==> src/rtl/tbts_pkg.sv <==
// Package for the Thumb block-transfer sequencer.
// Holds opcodes, register numbers, store source codes and the
// controller/datapath interface types. No dependencies.
package tbts_pkg;

  localparam logic [1:0] OP_STMIA = 2'd0;
  localparam logic [1:0] OP_LDMIA = 2'd1;
  localparam logic [1:0] OP_PUSH  = 2'd2;
  localparam logic [1:0] OP_POP   = 2'd3;

  localparam logic [3:0] SP_INDEX = 4'd13;
  localparam logic [3:0] LR_INDEX = 4'd14;
  localparam logic [3:0] PC_INDEX = 4'd15;

  localparam logic [1:0] SRC_REG      = 2'd0;
  localparam logic [1:0] SRC_FINAL    = 2'd1;
  localparam logic [1:0] SRC_PC_PLUS2 = 2'd2;

  localparam logic [31:0] EMPTY_STEP = 32'h0000_0040;

  typedef enum logic {
    ST_IDLE,
    ST_RUN
  } state_e;

  // Controller to datapath.
  typedef struct packed {
    logic load;  // capture a new instruction
    logic step;  // emit the next transfer into the output register
  } cmd_t;

  // Datapath to controller.
  typedef struct packed {
    logic last;  // the transfer about to be emitted ends the instruction
  } status_t;

endpackage

==> src/rtl/tbts_ctrl.sv <==
// Controller of the Thumb block-transfer sequencer.
// Sequences one instruction at a time and owns the output valid flag.
// Depends on tbts_pkg.
module tbts_ctrl (
  input  logic              clk_i,
  input  logic              rst_ni,
  input  logic              in_valid_i,
  output logic              in_ready_o,
  output logic              out_valid_o,
  input  logic              out_ready_i,
  output tbts_pkg::cmd_t    cmd_o,
  input  tbts_pkg::status_t status_i
);
  import tbts_pkg::*;

  state_e state_q, state_d;
  logic   out_valid_q, out_valid_d;
  logic   out_free;

  assign out_free = !out_valid_q || out_ready_i;

  // Next state.
  always_comb begin
    state_d = state_q;
    unique case (state_q)
      ST_IDLE: begin
        if (in_valid_i) state_d = ST_RUN;
      end
      ST_RUN: begin
        if (out_free && status_i.last) state_d = ST_IDLE;
      end
      default: state_d = ST_IDLE;
    endcase
  end

  // Outputs.
  always_comb begin
    cmd_o.load = 1'b0;
    cmd_o.step = 1'b0;
    in_ready_o = 1'b0;
    unique case (state_q)
      ST_IDLE: begin
        in_ready_o = 1'b1;
        cmd_o.load = in_valid_i;
      end
      ST_RUN: begin
        cmd_o.step = out_free;
      end
      default: ;
    endcase
  end

  // Hold the result until the transfer on the output side completes.
  always_comb begin
    out_valid_d = out_valid_q;
    if (cmd_o.step) begin
      out_valid_d = 1'b1;
    end else if (out_ready_i) begin
      out_valid_d = 1'b0;
    end
  end

  assign out_valid_o = out_valid_q;

  always_ff @(posedge clk_i or negedge rst_ni) begin
    if (!rst_ni) begin
      state_q     <= ST_IDLE;
      out_valid_q <= 1'b0;
    end else begin
      state_q     <= state_d;
      out_valid_q <= out_valid_d;
    end
  end

endmodule

==> src/rtl/tbts_datapath.sv <==
// Datapath of the Thumb block-transfer sequencer.
// Holds the instruction, walks the register list and drives the result register.
// Depends on tbts_pkg.
module tbts_datapath (
  input  logic              clk_i,
  input  tbts_pkg::cmd_t    cmd_i,
  output tbts_pkg::status_t status_o,
  input  logic [1:0]        op_i,
  input  logic [7:0]        reg_list_i,
  input  logic [2:0]        base_index_i,
  input  logic [31:0]       base_value_i,
  input  logic              with_link_or_pc_i,
  output logic              transfer_valid_o,
  output logic [31:0]       address_o,
  output logic [3:0]        reg_index_o,
  output logic              is_load_o,
  output logic [1:0]        store_source_o,
  output logic              clear_low_bit_o,
  output logic              flush_pipeline_o,
  output logic [3:0]        writeback_index_o,
  output logic [31:0]       writeback_value_o,
  output logic              last_o
);
  import tbts_pkg::*;

  // Instruction state.
  logic [7:0]  list_q, list_d;
  logic        extra_q, extra_d;   // one more transfer to PC or LR after the list
  logic        lsm_q, lsm_d;       // load or store multiple
  logic        load_q, load_d;
  logic        first_q, first_d;
  logic [2:0]  bidx_q, bidx_d;
  logic [3:0]  wb_idx_q, wb_idx_d;
  logic [31:0] addr_q, addr_d;
  logic [31:0] final_q, final_d;

  // Result register.
  logic        tv_q, tv_d;
  logic [31:0] address_q, address_d;
  logic [3:0]  reg_q, reg_d;
  logic        ld_q, ld_d;
  logic [1:0]  src_q, src_d;
  logic        clr_q, clr_d;
  logic        flush_q, flush_d;
  logic [3:0]  wbi_q, wbi_d;
  logic [31:0] wbv_q, wbv_d;
  logic        last_q, last_d;

  logic [3:0]  count;
  logic [3:0]  words;
  logic [31:0] span;
  logic        in_lsm;
  logic [2:0]  low_idx;
  logic [7:0]  list_rest;
  logic        step_last;

  // Setup of a new instruction.
  always_comb begin
    count = 4'd0;
    for (int i = 0; i < 8; i++) begin
      count = count + 4'(reg_list_i[i]);
    end
    in_lsm = (op_i == OP_STMIA) || (op_i == OP_LDMIA);
    words  = count + 4'(with_link_or_pc_i && !in_lsm);
    span   = {26'd0, words, 2'b00};
  end

  // Lowest listed register still pending.
  always_comb begin
    low_idx = 3'd0;
    for (int i = 7; i >= 0; i--) begin
      if (list_q[i]) low_idx = 3'(i);
    end
    list_rest = list_q & (list_q - 8'd1);
    if (list_q != 8'd0) begin
      step_last = (list_rest == 8'd0) && !extra_q;
    end else begin
      step_last = 1'b1;
    end
  end

  assign status_o.last = step_last;

  always_comb begin
    list_d   = list_q;
    extra_d  = extra_q;
    lsm_d    = lsm_q;
    load_d   = load_q;
    first_d  = first_q;
    bidx_d   = bidx_q;
    wb_idx_d = wb_idx_q;
    addr_d   = addr_q;
    final_d  = final_q;

    tv_d      = tv_q;
    address_d = address_q;
    reg_d     = reg_q;
    ld_d      = ld_q;
    src_d     = src_q;
    clr_d     = clr_q;
    flush_d   = flush_q;
    wbi_d     = wbi_q;
    wbv_d     = wbv_q;
    last_d    = last_q;

    if (cmd_i.load) begin
      list_d  = reg_list_i;
      lsm_d   = in_lsm;
      load_d  = (op_i == OP_LDMIA) || (op_i == OP_POP);
      first_d = 1'b1;
      bidx_d  = base_index_i;
      addr_d  = base_value_i;
      if (in_lsm) begin
        wb_idx_d = {1'b0, base_index_i};
        // An empty list moves only the PC.
        extra_d  = (reg_list_i == 8'd0);
        final_d  = (reg_list_i == 8'd0) ? base_value_i + EMPTY_STEP
                                        : base_value_i + span;
      end else begin
        wb_idx_d = SP_INDEX;
        extra_d  = with_link_or_pc_i;
        if (op_i == OP_POP) begin
          final_d = base_value_i + span;
        end else begin
          final_d = base_value_i - span;
          addr_d  = base_value_i - span;
        end
      end
    end else if (cmd_i.step) begin
      tv_d      = 1'b1;
      address_d = addr_q;
      ld_d      = load_q;
      src_d     = SRC_REG;
      clr_d     = 1'b0;
      flush_d   = 1'b0;
      priority if (list_q != 8'd0) begin
        reg_d  = {1'b0, low_idx};
        if (lsm_q && !load_q && !first_q && (low_idx == bidx_q)) src_d = SRC_FINAL;
        list_d = list_rest;
      end else if (extra_q) begin
        extra_d = 1'b0;
        if (load_q) begin
          reg_d   = PC_INDEX;
          clr_d   = 1'b1;
          flush_d = 1'b1;
        end else if (lsm_q) begin
          reg_d = PC_INDEX;
          src_d = SRC_PC_PLUS2;
        end else begin
          reg_d = LR_INDEX;
        end
      end else begin
        // Push or pop with nothing to move.
        tv_d      = 1'b0;
        address_d = 32'd0;
        reg_d     = 4'd0;
        ld_d      = 1'b0;
      end
      addr_d  = addr_q + 32'd4;
      first_d = 1'b0;
      last_d  = step_last;
      wbi_d   = step_last ? wb_idx_q : 4'd0;
      wbv_d   = step_last ? final_q : 32'd0;
    end
  end

  always_ff @(posedge clk_i) begin
    list_q    <= list_d;
    extra_q   <= extra_d;
    lsm_q     <= lsm_d;
    load_q    <= load_d;
    first_q   <= first_d;
    bidx_q    <= bidx_d;
    wb_idx_q  <= wb_idx_d;
    addr_q    <= addr_d;
    final_q   <= final_d;
    tv_q      <= tv_d;
    address_q <= address_d;
    reg_q     <= reg_d;
    ld_q      <= ld_d;
    src_q     <= src_d;
    clr_q     <= clr_d;
    flush_q   <= flush_d;
    wbi_q     <= wbi_d;
    wbv_q     <= wbv_d;
    last_q    <= last_d;
  end

  assign transfer_valid_o  = tv_q;
  assign address_o         = address_q;
  assign reg_index_o       = reg_q;
  assign is_load_o         = ld_q;
  assign store_source_o    = src_q;
  assign clear_low_bit_o   = clr_q;
  assign flush_pipeline_o  = flush_q;
  assign writeback_index_o = wbi_q;
  assign writeback_value_o = wbv_q;
  assign last_o            = last_q;

endmodule

==> src/rtl/thumb_block_transfer_sequencer_unit.sv <==
// Top level of the Thumb block-transfer sequencer (STMIA, LDMIA, PUSH, POP).
// Instantiates tbts_ctrl and tbts_datapath; depends on tbts_pkg.
//
//   channel | direction | handshake                | payload
//   --------+-----------+--------------------------+---------------------------------
//   in      | input     | in_valid_i / in_ready_o  | op, reg_list, base, link/pc bit
//   out     | output    | out_valid_o / out_ready_i| one memory transfer per result
//
// An instruction is taken while idle, then emits one transfer per cycle while
// the output is not stalled: 1 to 9 results per instruction, set by the
// single shared address/list walker. A stalled output holds the walker; the
// next instruction is accepted as soon as the last transfer is in the output
// register. Reset clears the controller and output valid only.
module thumb_block_transfer_sequencer_unit (
  input  logic        clk_i,
  input  logic        rst_ni,
  input  logic        in_valid_i,
  output logic        in_ready_o,
  input  logic [1:0]  op_i,
  input  logic [7:0]  reg_list_i,
  input  logic [2:0]  base_index_i,
  input  logic [31:0] base_value_i,
  input  logic        with_link_or_pc_i,
  output logic        out_valid_o,
  input  logic        out_ready_i,
  output logic        transfer_valid_o,
  output logic [31:0] address_o,
  output logic [3:0]  reg_index_o,
  output logic        is_load_o,
  output logic [1:0]  store_source_o,
  output logic        clear_low_bit_o,
  output logic        flush_pipeline_o,
  output logic [3:0]  writeback_index_o,
  output logic [31:0] writeback_value_o,
  output logic        last_o
);
  import tbts_pkg::*;

  cmd_t    cmd;
  status_t status;

  tbts_ctrl u_ctrl (
    .clk_i       (clk_i),
    .rst_ni      (rst_ni),
    .in_valid_i  (in_valid_i),
    .in_ready_o  (in_ready_o),
    .out_valid_o (out_valid_o),
    .out_ready_i (out_ready_i),
    .cmd_o       (cmd),
    .status_i    (status)
  );

  tbts_datapath u_datapath (
    .clk_i             (clk_i),
    .cmd_i             (cmd),
    .status_o          (status),
    .op_i              (op_i),
    .reg_list_i        (reg_list_i),
    .base_index_i      (base_index_i),
    .base_value_i      (base_value_i),
    .with_link_or_pc_i (with_link_or_pc_i),
    .transfer_valid_o  (transfer_valid_o),
    .address_o         (address_o),
    .reg_index_o       (reg_index_o),
    .is_load_o         (is_load_o),
    .store_source_o    (store_source_o),
    .clear_low_bit_o   (clear_low_bit_o),
    .flush_pipeline_o  (flush_pipeline_o),
    .writeback_index_o (writeback_index_o),
    .writeback_value_o (writeback_value_o),
    .last_o            (last_o)
  );

endmodule
==> config.mk <==
export PLATFORM = sky130hd
export DESIGN_NAME = thumb_block_transfer_sequencer_unit
export DESIGN_NICKNAME = d
export VERILOG_FILES = /design/src/rtl/tbts_pkg.sv /design/src/rtl/tbts_ctrl.sv /design/src/rtl/tbts_datapath.sv /design/src/rtl/thumb_block_transfer_sequencer_unit.sv
export SDC_FILE = /design/constraint.sdc
export NUM_CORES = 1
export LEC_CHECK = 0
export BUFFER_PORTS_ARGS = -buffer_cell sky130_fd_sc_hd__buf_2
export CORE_MARGIN = 5
export CORE_UTILIZATION = 60
export CTS_BUF_LIST = sky130_fd_sc_hd__clkbuf_2 sky130_fd_sc_hd__clkbuf_4 sky130_fd_sc_hd__clkbuf_8
export DETAILED_ROUTE_END_ITERATION = 10
export PLACE_DENSITY = 0.83
export REMOVE_ABC_BUFFERS = 1
export SYNTH_ARGS = -nofsm -noshare
export SYNTH_HDL_FRONTEND = slang
export SYNTH_SLANG_ARGS = --single-unit
==> constraint.sdc <==
create_clock -name clk_i -period 3.3 [get_ports clk_i]
set_clock_uncertainty 0.2 [all_clocks]
set_input_delay 0.495 -clock clk_i [delete_from_list [all_inputs] [get_ports clk_i]]
set_output_delay 0.495 -clock clk_i [all_outputs]
set_load 0.05 [all_outputs]
==> results.tsv <==
stage	metric	value	unit
placement	RePlAce Congestion	0.912	
setup_path	CP Data Required Time	3.30	ns
drt	Routed Antenna Nets	0	
pwr	Clk pwr share	0.170	
timing	Final min period	5.05	ns
yosys	Mean Syn Cell Area	11.0	um^2
yosys	Post-synth top cells	edfxtp_1 (160), nand2_1 (55), nor2_1 (55)	
yosys	share of Yosys cell area claimed by the top area cell type	0.534	
drt	met3 WL	2680	um
timing	final worst-path setup slack	-1.75	ns
floorplan	Die H	132	um
pwr	P per Cell Area	782	nW/um^2
drt	met2 wire len	12700	um
floorplan	core area	14600	um^2
yosys	Synth cell types	69	
clocking	CTS tree	built	
timing	Hold Fails Final Rpt	0	
yosys	area leader, netlist	edfxtp_1	
floorplan	Initial Util	0.614	
pwr	Comb pwr share	0.446	
drt	met1 WL	9490	um
setup_path	Buffers & Inverters on Critical Path	5	
drt	DRC Markers	0	
setup_path	Worst EP arrival	5.05	ns
floorplan	Die X	132	um
timing	Tcrit/Tclk final	1.53	
status	status	finished, violations left	
drt	mean routed wirelength per cell	21.9	um
global_routing	vias in the first global route	7187	
yosys	register area share after synthesis	0.542	
timing	# setup viols final	58	
final_layout	area delta synth->final	30.2	%
final_layout	final instance area	11700	um^2
setup_path	crit end category	register	
drt	vias per std cell	6.34	
global_routing	remaining global-route overflow	0	
clocking	Clock Tree Root	clkbuf_8	
setup_path	slowest stage cell, crit path	fa_2	
setup_path	CP cell instances	buf_8 -> inv_4 -> ha_4 -> inv_2 -> fa_1 -> fa_2 -> fa_1 -> inv_1 -> ha_2 -> fa_2 -> buf_6 -> fa_2 -> nor2_4 -> o311ai_4 -> nand4bb_1 -> or4_4 -> xor2_1 -> o21ai_1	
setup_path	CP top delay family	adder cells	
clocking	Reg clk slew, reported paths	0.08	ns
placement	Inst Count DP	1150	
clocking	clock insertion delay at the later pin of the skew report	0.47	ns
clocking	clock tree buffer depth	2	
pwr	Reg power frac	0.383	
placement	Post-Place Worst Slack	-2.43	ns
pwr	Pint	5.37	mW
yosys	cells taking the most area after synthesis	edfxtp_1 (53%), xor2_1 (4.1%), xnor2_1 (4.0%)	
timing	Achievable Freq	198	MHz
setup_path	critical path type	input pin to register	
drt	WL final	26400	um
drt	Max Used Layer	met5	
timing	Min Hold Slack	0.0149	ns
pwr	P_sw	3.79	mW
pwr	peak supply drop	451	uV
yosys	Top FF cell, synth	edfxtp_1	
final_layout	Non-Filler Instances	1207	
yosys	top-count cell post-synth	edfxtp_1	
status	failing checks	setup timing	
global_routing	first-pass GRT wire length	37300	um
global_routing	initial antenna violation count	1	
job	Max Cap Viol	0	
setup_path	slowest stage delay, CP	0.59	ns
timing	Slew headroom	0.287	
yosys	number of flops mapped to enable cells by yosys	160	
global_routing	largest net degree at the start of global routing	53	
drt	DR vias	7650	
yosys	#FFs+latches synth	163	
placement	PortBufs	130	
setup_path	Worst Path Max Fanout	4	
timing	Max Slew Vio Count	0	
pwr	switch share	0.414	
final_layout	diode count	0	
final_layout	ratio of cells with drive above 1 in the final layout	0.370	
clocking	TritonCTS buffer count	17	
floorplan	num ports	131	
floorplan	row count	44	
yosys	Yosys Warn Count	0	
floorplan	Die ar.	17500	um^2
yosys	post-synthesis async set-or-reset flop share	0.0123	
global_routing	Tot GR Track Use	0.268	
timing	Worst Tran Pin Value	1.06	ns
yosys	Gate Count Post-Synth	818	
yosys	Synth Cell Area	9000	um^2
drt	DRT Pass-1 Iters	6	
placement	hpwl dp	15300	um
placement	Placed Area	10200	um^2
clocking	clk sink count	163	
setup_path	Crit path top cell by count	fa_2	
pwr	Pleak	4.53	nW
final_layout	nets	1087	
timing	unrepaired setup endpoints after global routing	yes	
clocking	# H-tree levels	4	
drt	DRT iter0 DRCs	1242	
hold_path	HP Class	input pin to register	
setup_path	Setup crit start kind	input pin	
-- worst register-to-register path, delay by kind of cell, from the launching register on --
family	cells	cell delay [ns]
AO/OA/AOI/OAI	1	0.43
flip-flops	1	0.49
AND/OR/NAND/NOR	3	1.36
-- state kept, by name (all words and copies together), names as in the netlist, 2 cells and up --
signal,cells
u_datapath.address_o,32
u_datapath.writeback_value_o,32
u_datapath.wb_idx_q,4
u_datapath.addr_q,32
u_datapath.writeback_index_o,4
u_datapath.store_source_o,2
u_datapath.reg_index_o,4
u_datapath.bidx_q,3
u_datapath.final_q,32
u_datapath.list_q,8
-- metrics by stage --
| stage | TNS (ns) | utilization | total power [mW] |
|---|---|---|---|
| 4_1_cts | -73.43 | 0.774 | 8.76 |
| 3_3_place_gp | -116.73 | 0.695 | 6.73 |
| 5_1_grt | -88.53 | 0.800 | 9.52 |
| 3_5_place_dp | -121.94 | 0.695 | 6.83 |
| 6_report | -84.30 | 0.800 | 9.16 |
| 2_1_floorplan | -97.15 | - | 5.81 |
-- logic make-up (layout without fill, tap and decap cells) --
| kind of cell | after synthesis | after routing | synth area share |
|---|---|---|---|
| DFF | 163 | 163 | 0.542 |
| adders and majority gates | 29 | 29 | 0.0458 |
| AOI/OAI and AO/OA | 128 | 128 | 0.0887 |
| buffers and inverters | 80 | 285 | 0.0371 |
| xor gates and xnor gates | 83 | 83 | 0.0808 |
| muxes | 10 | 10 | 0.0113 |
| and+or+nand+nor | 325 | 325 | 0.195 |
-- power groups by stage --
stage	clock network (mW)	registers (mW)	logic [mW]
after floorplan	0	4.47	1.34
after global placement	0	3.49	3.24
after detailed placement	0	3.52	3.30
after CTS	1.55	3.48	3.73
after global routing	1.64	3.57	4.31
final	1.56	3.51	4.09
-- placed cells by master, fill, tap and decap left out, types with 6 or more instances in the layout --
| cell type | netlist | final |
|---|---|---|
| nand3_1 | 34 | 30 |
| o21ai_2 | 0 | 8 |
| a21oi_1 | 32 | 21 |
| a21oi_2 | 0 | 10 |
| and3_1 | 7 | 6 |
| nand2_2 | 0 | 6 |
| ha_1 | 20 | 11 |
| or3_1 | 12 | 9 |
| and2_1 | 44 | 43 |
| mux2i_1 | 9 | 9 |
| buf_6 | 2 | 17 |
| xnor2_2 | 0 | 9 |
| nor2_1 | 55 | 47 |
| xnor2_1 | 41 | 31 |
| ha_4 | 0 | 6 |
| xor2_1 | 42 | 37 |
| nand2_1 | 55 | 46 |
| nor3_1 | 20 | 13 |
| inv_1 | 33 | 28 |
| o21ai_1 | 1 | 15 |
| buf_2 | 9 | 128 |
| buf_4 | 2 | 67 |
| nand2b_1 | 7 | 6 |
| edfxtp_1 | 160 | 160 |
| nor2b_1 | 35 | 34 |
| o21ai_0 | 39 | 17 |
| clkbuf_8 | 0 | 19 |
| nand4_1 | 15 | 15 |
-- worst paths after layout --
check | depth (start not counted) | to | start | slack [ns]
max reg2reg | 4 | u_datapath.list_q[2] | u_datapath.list_q[2] | 0.42
max | 18 | u_datapath.addr_q[28] | reg_list_i[0] | -1.75
max in group asynchronous | 2 | u_ctrl.state_q | rst_ni | 2.67
min | 1 | u_datapath.final_q[1] | base_value_i[1] | 0.01
min in group asynchronous | 2 | u_ctrl.out_valid_o | rst_ni | 0.12
min reg2reg | 2 | u_datapath.first_q | u_datapath.first_q | 0.29
-- layout make-up --
| cell class | count | area, um^2 |
|---|---|---|
| clock buffers | 23 | 292 |
| fillers | 803 | 2930 |
| repair buffers | 218 | 1430 |
| multi-input cells | 575 | 4630 |
| well taps | 184 | 230 |
| flip-flops and latches | 163 | 4870 |
| clock inverters | 9 | 128 |
| inverters | 35 | 136 |
-- what timing repair did --
item                                    CTS  global route
gates resized for setup                 137            64
hold endpoints to repair                  2             1
hold buffers                              1             1
endpoints found under the setup margin   59            59
pin swaps                                52            34
setup buffers                            18             7
-- routing by layer --
layer | vias to the layer above | track usage
li1 | 3324 | -
met1 | 3573 | 0.333
met2 | 573 | 0.437
met3 | 178 | 0.0748
met4 | 2 | 0.127
met5 | - | 0
No activity file was read; power rests on OpenSTA's default activity.
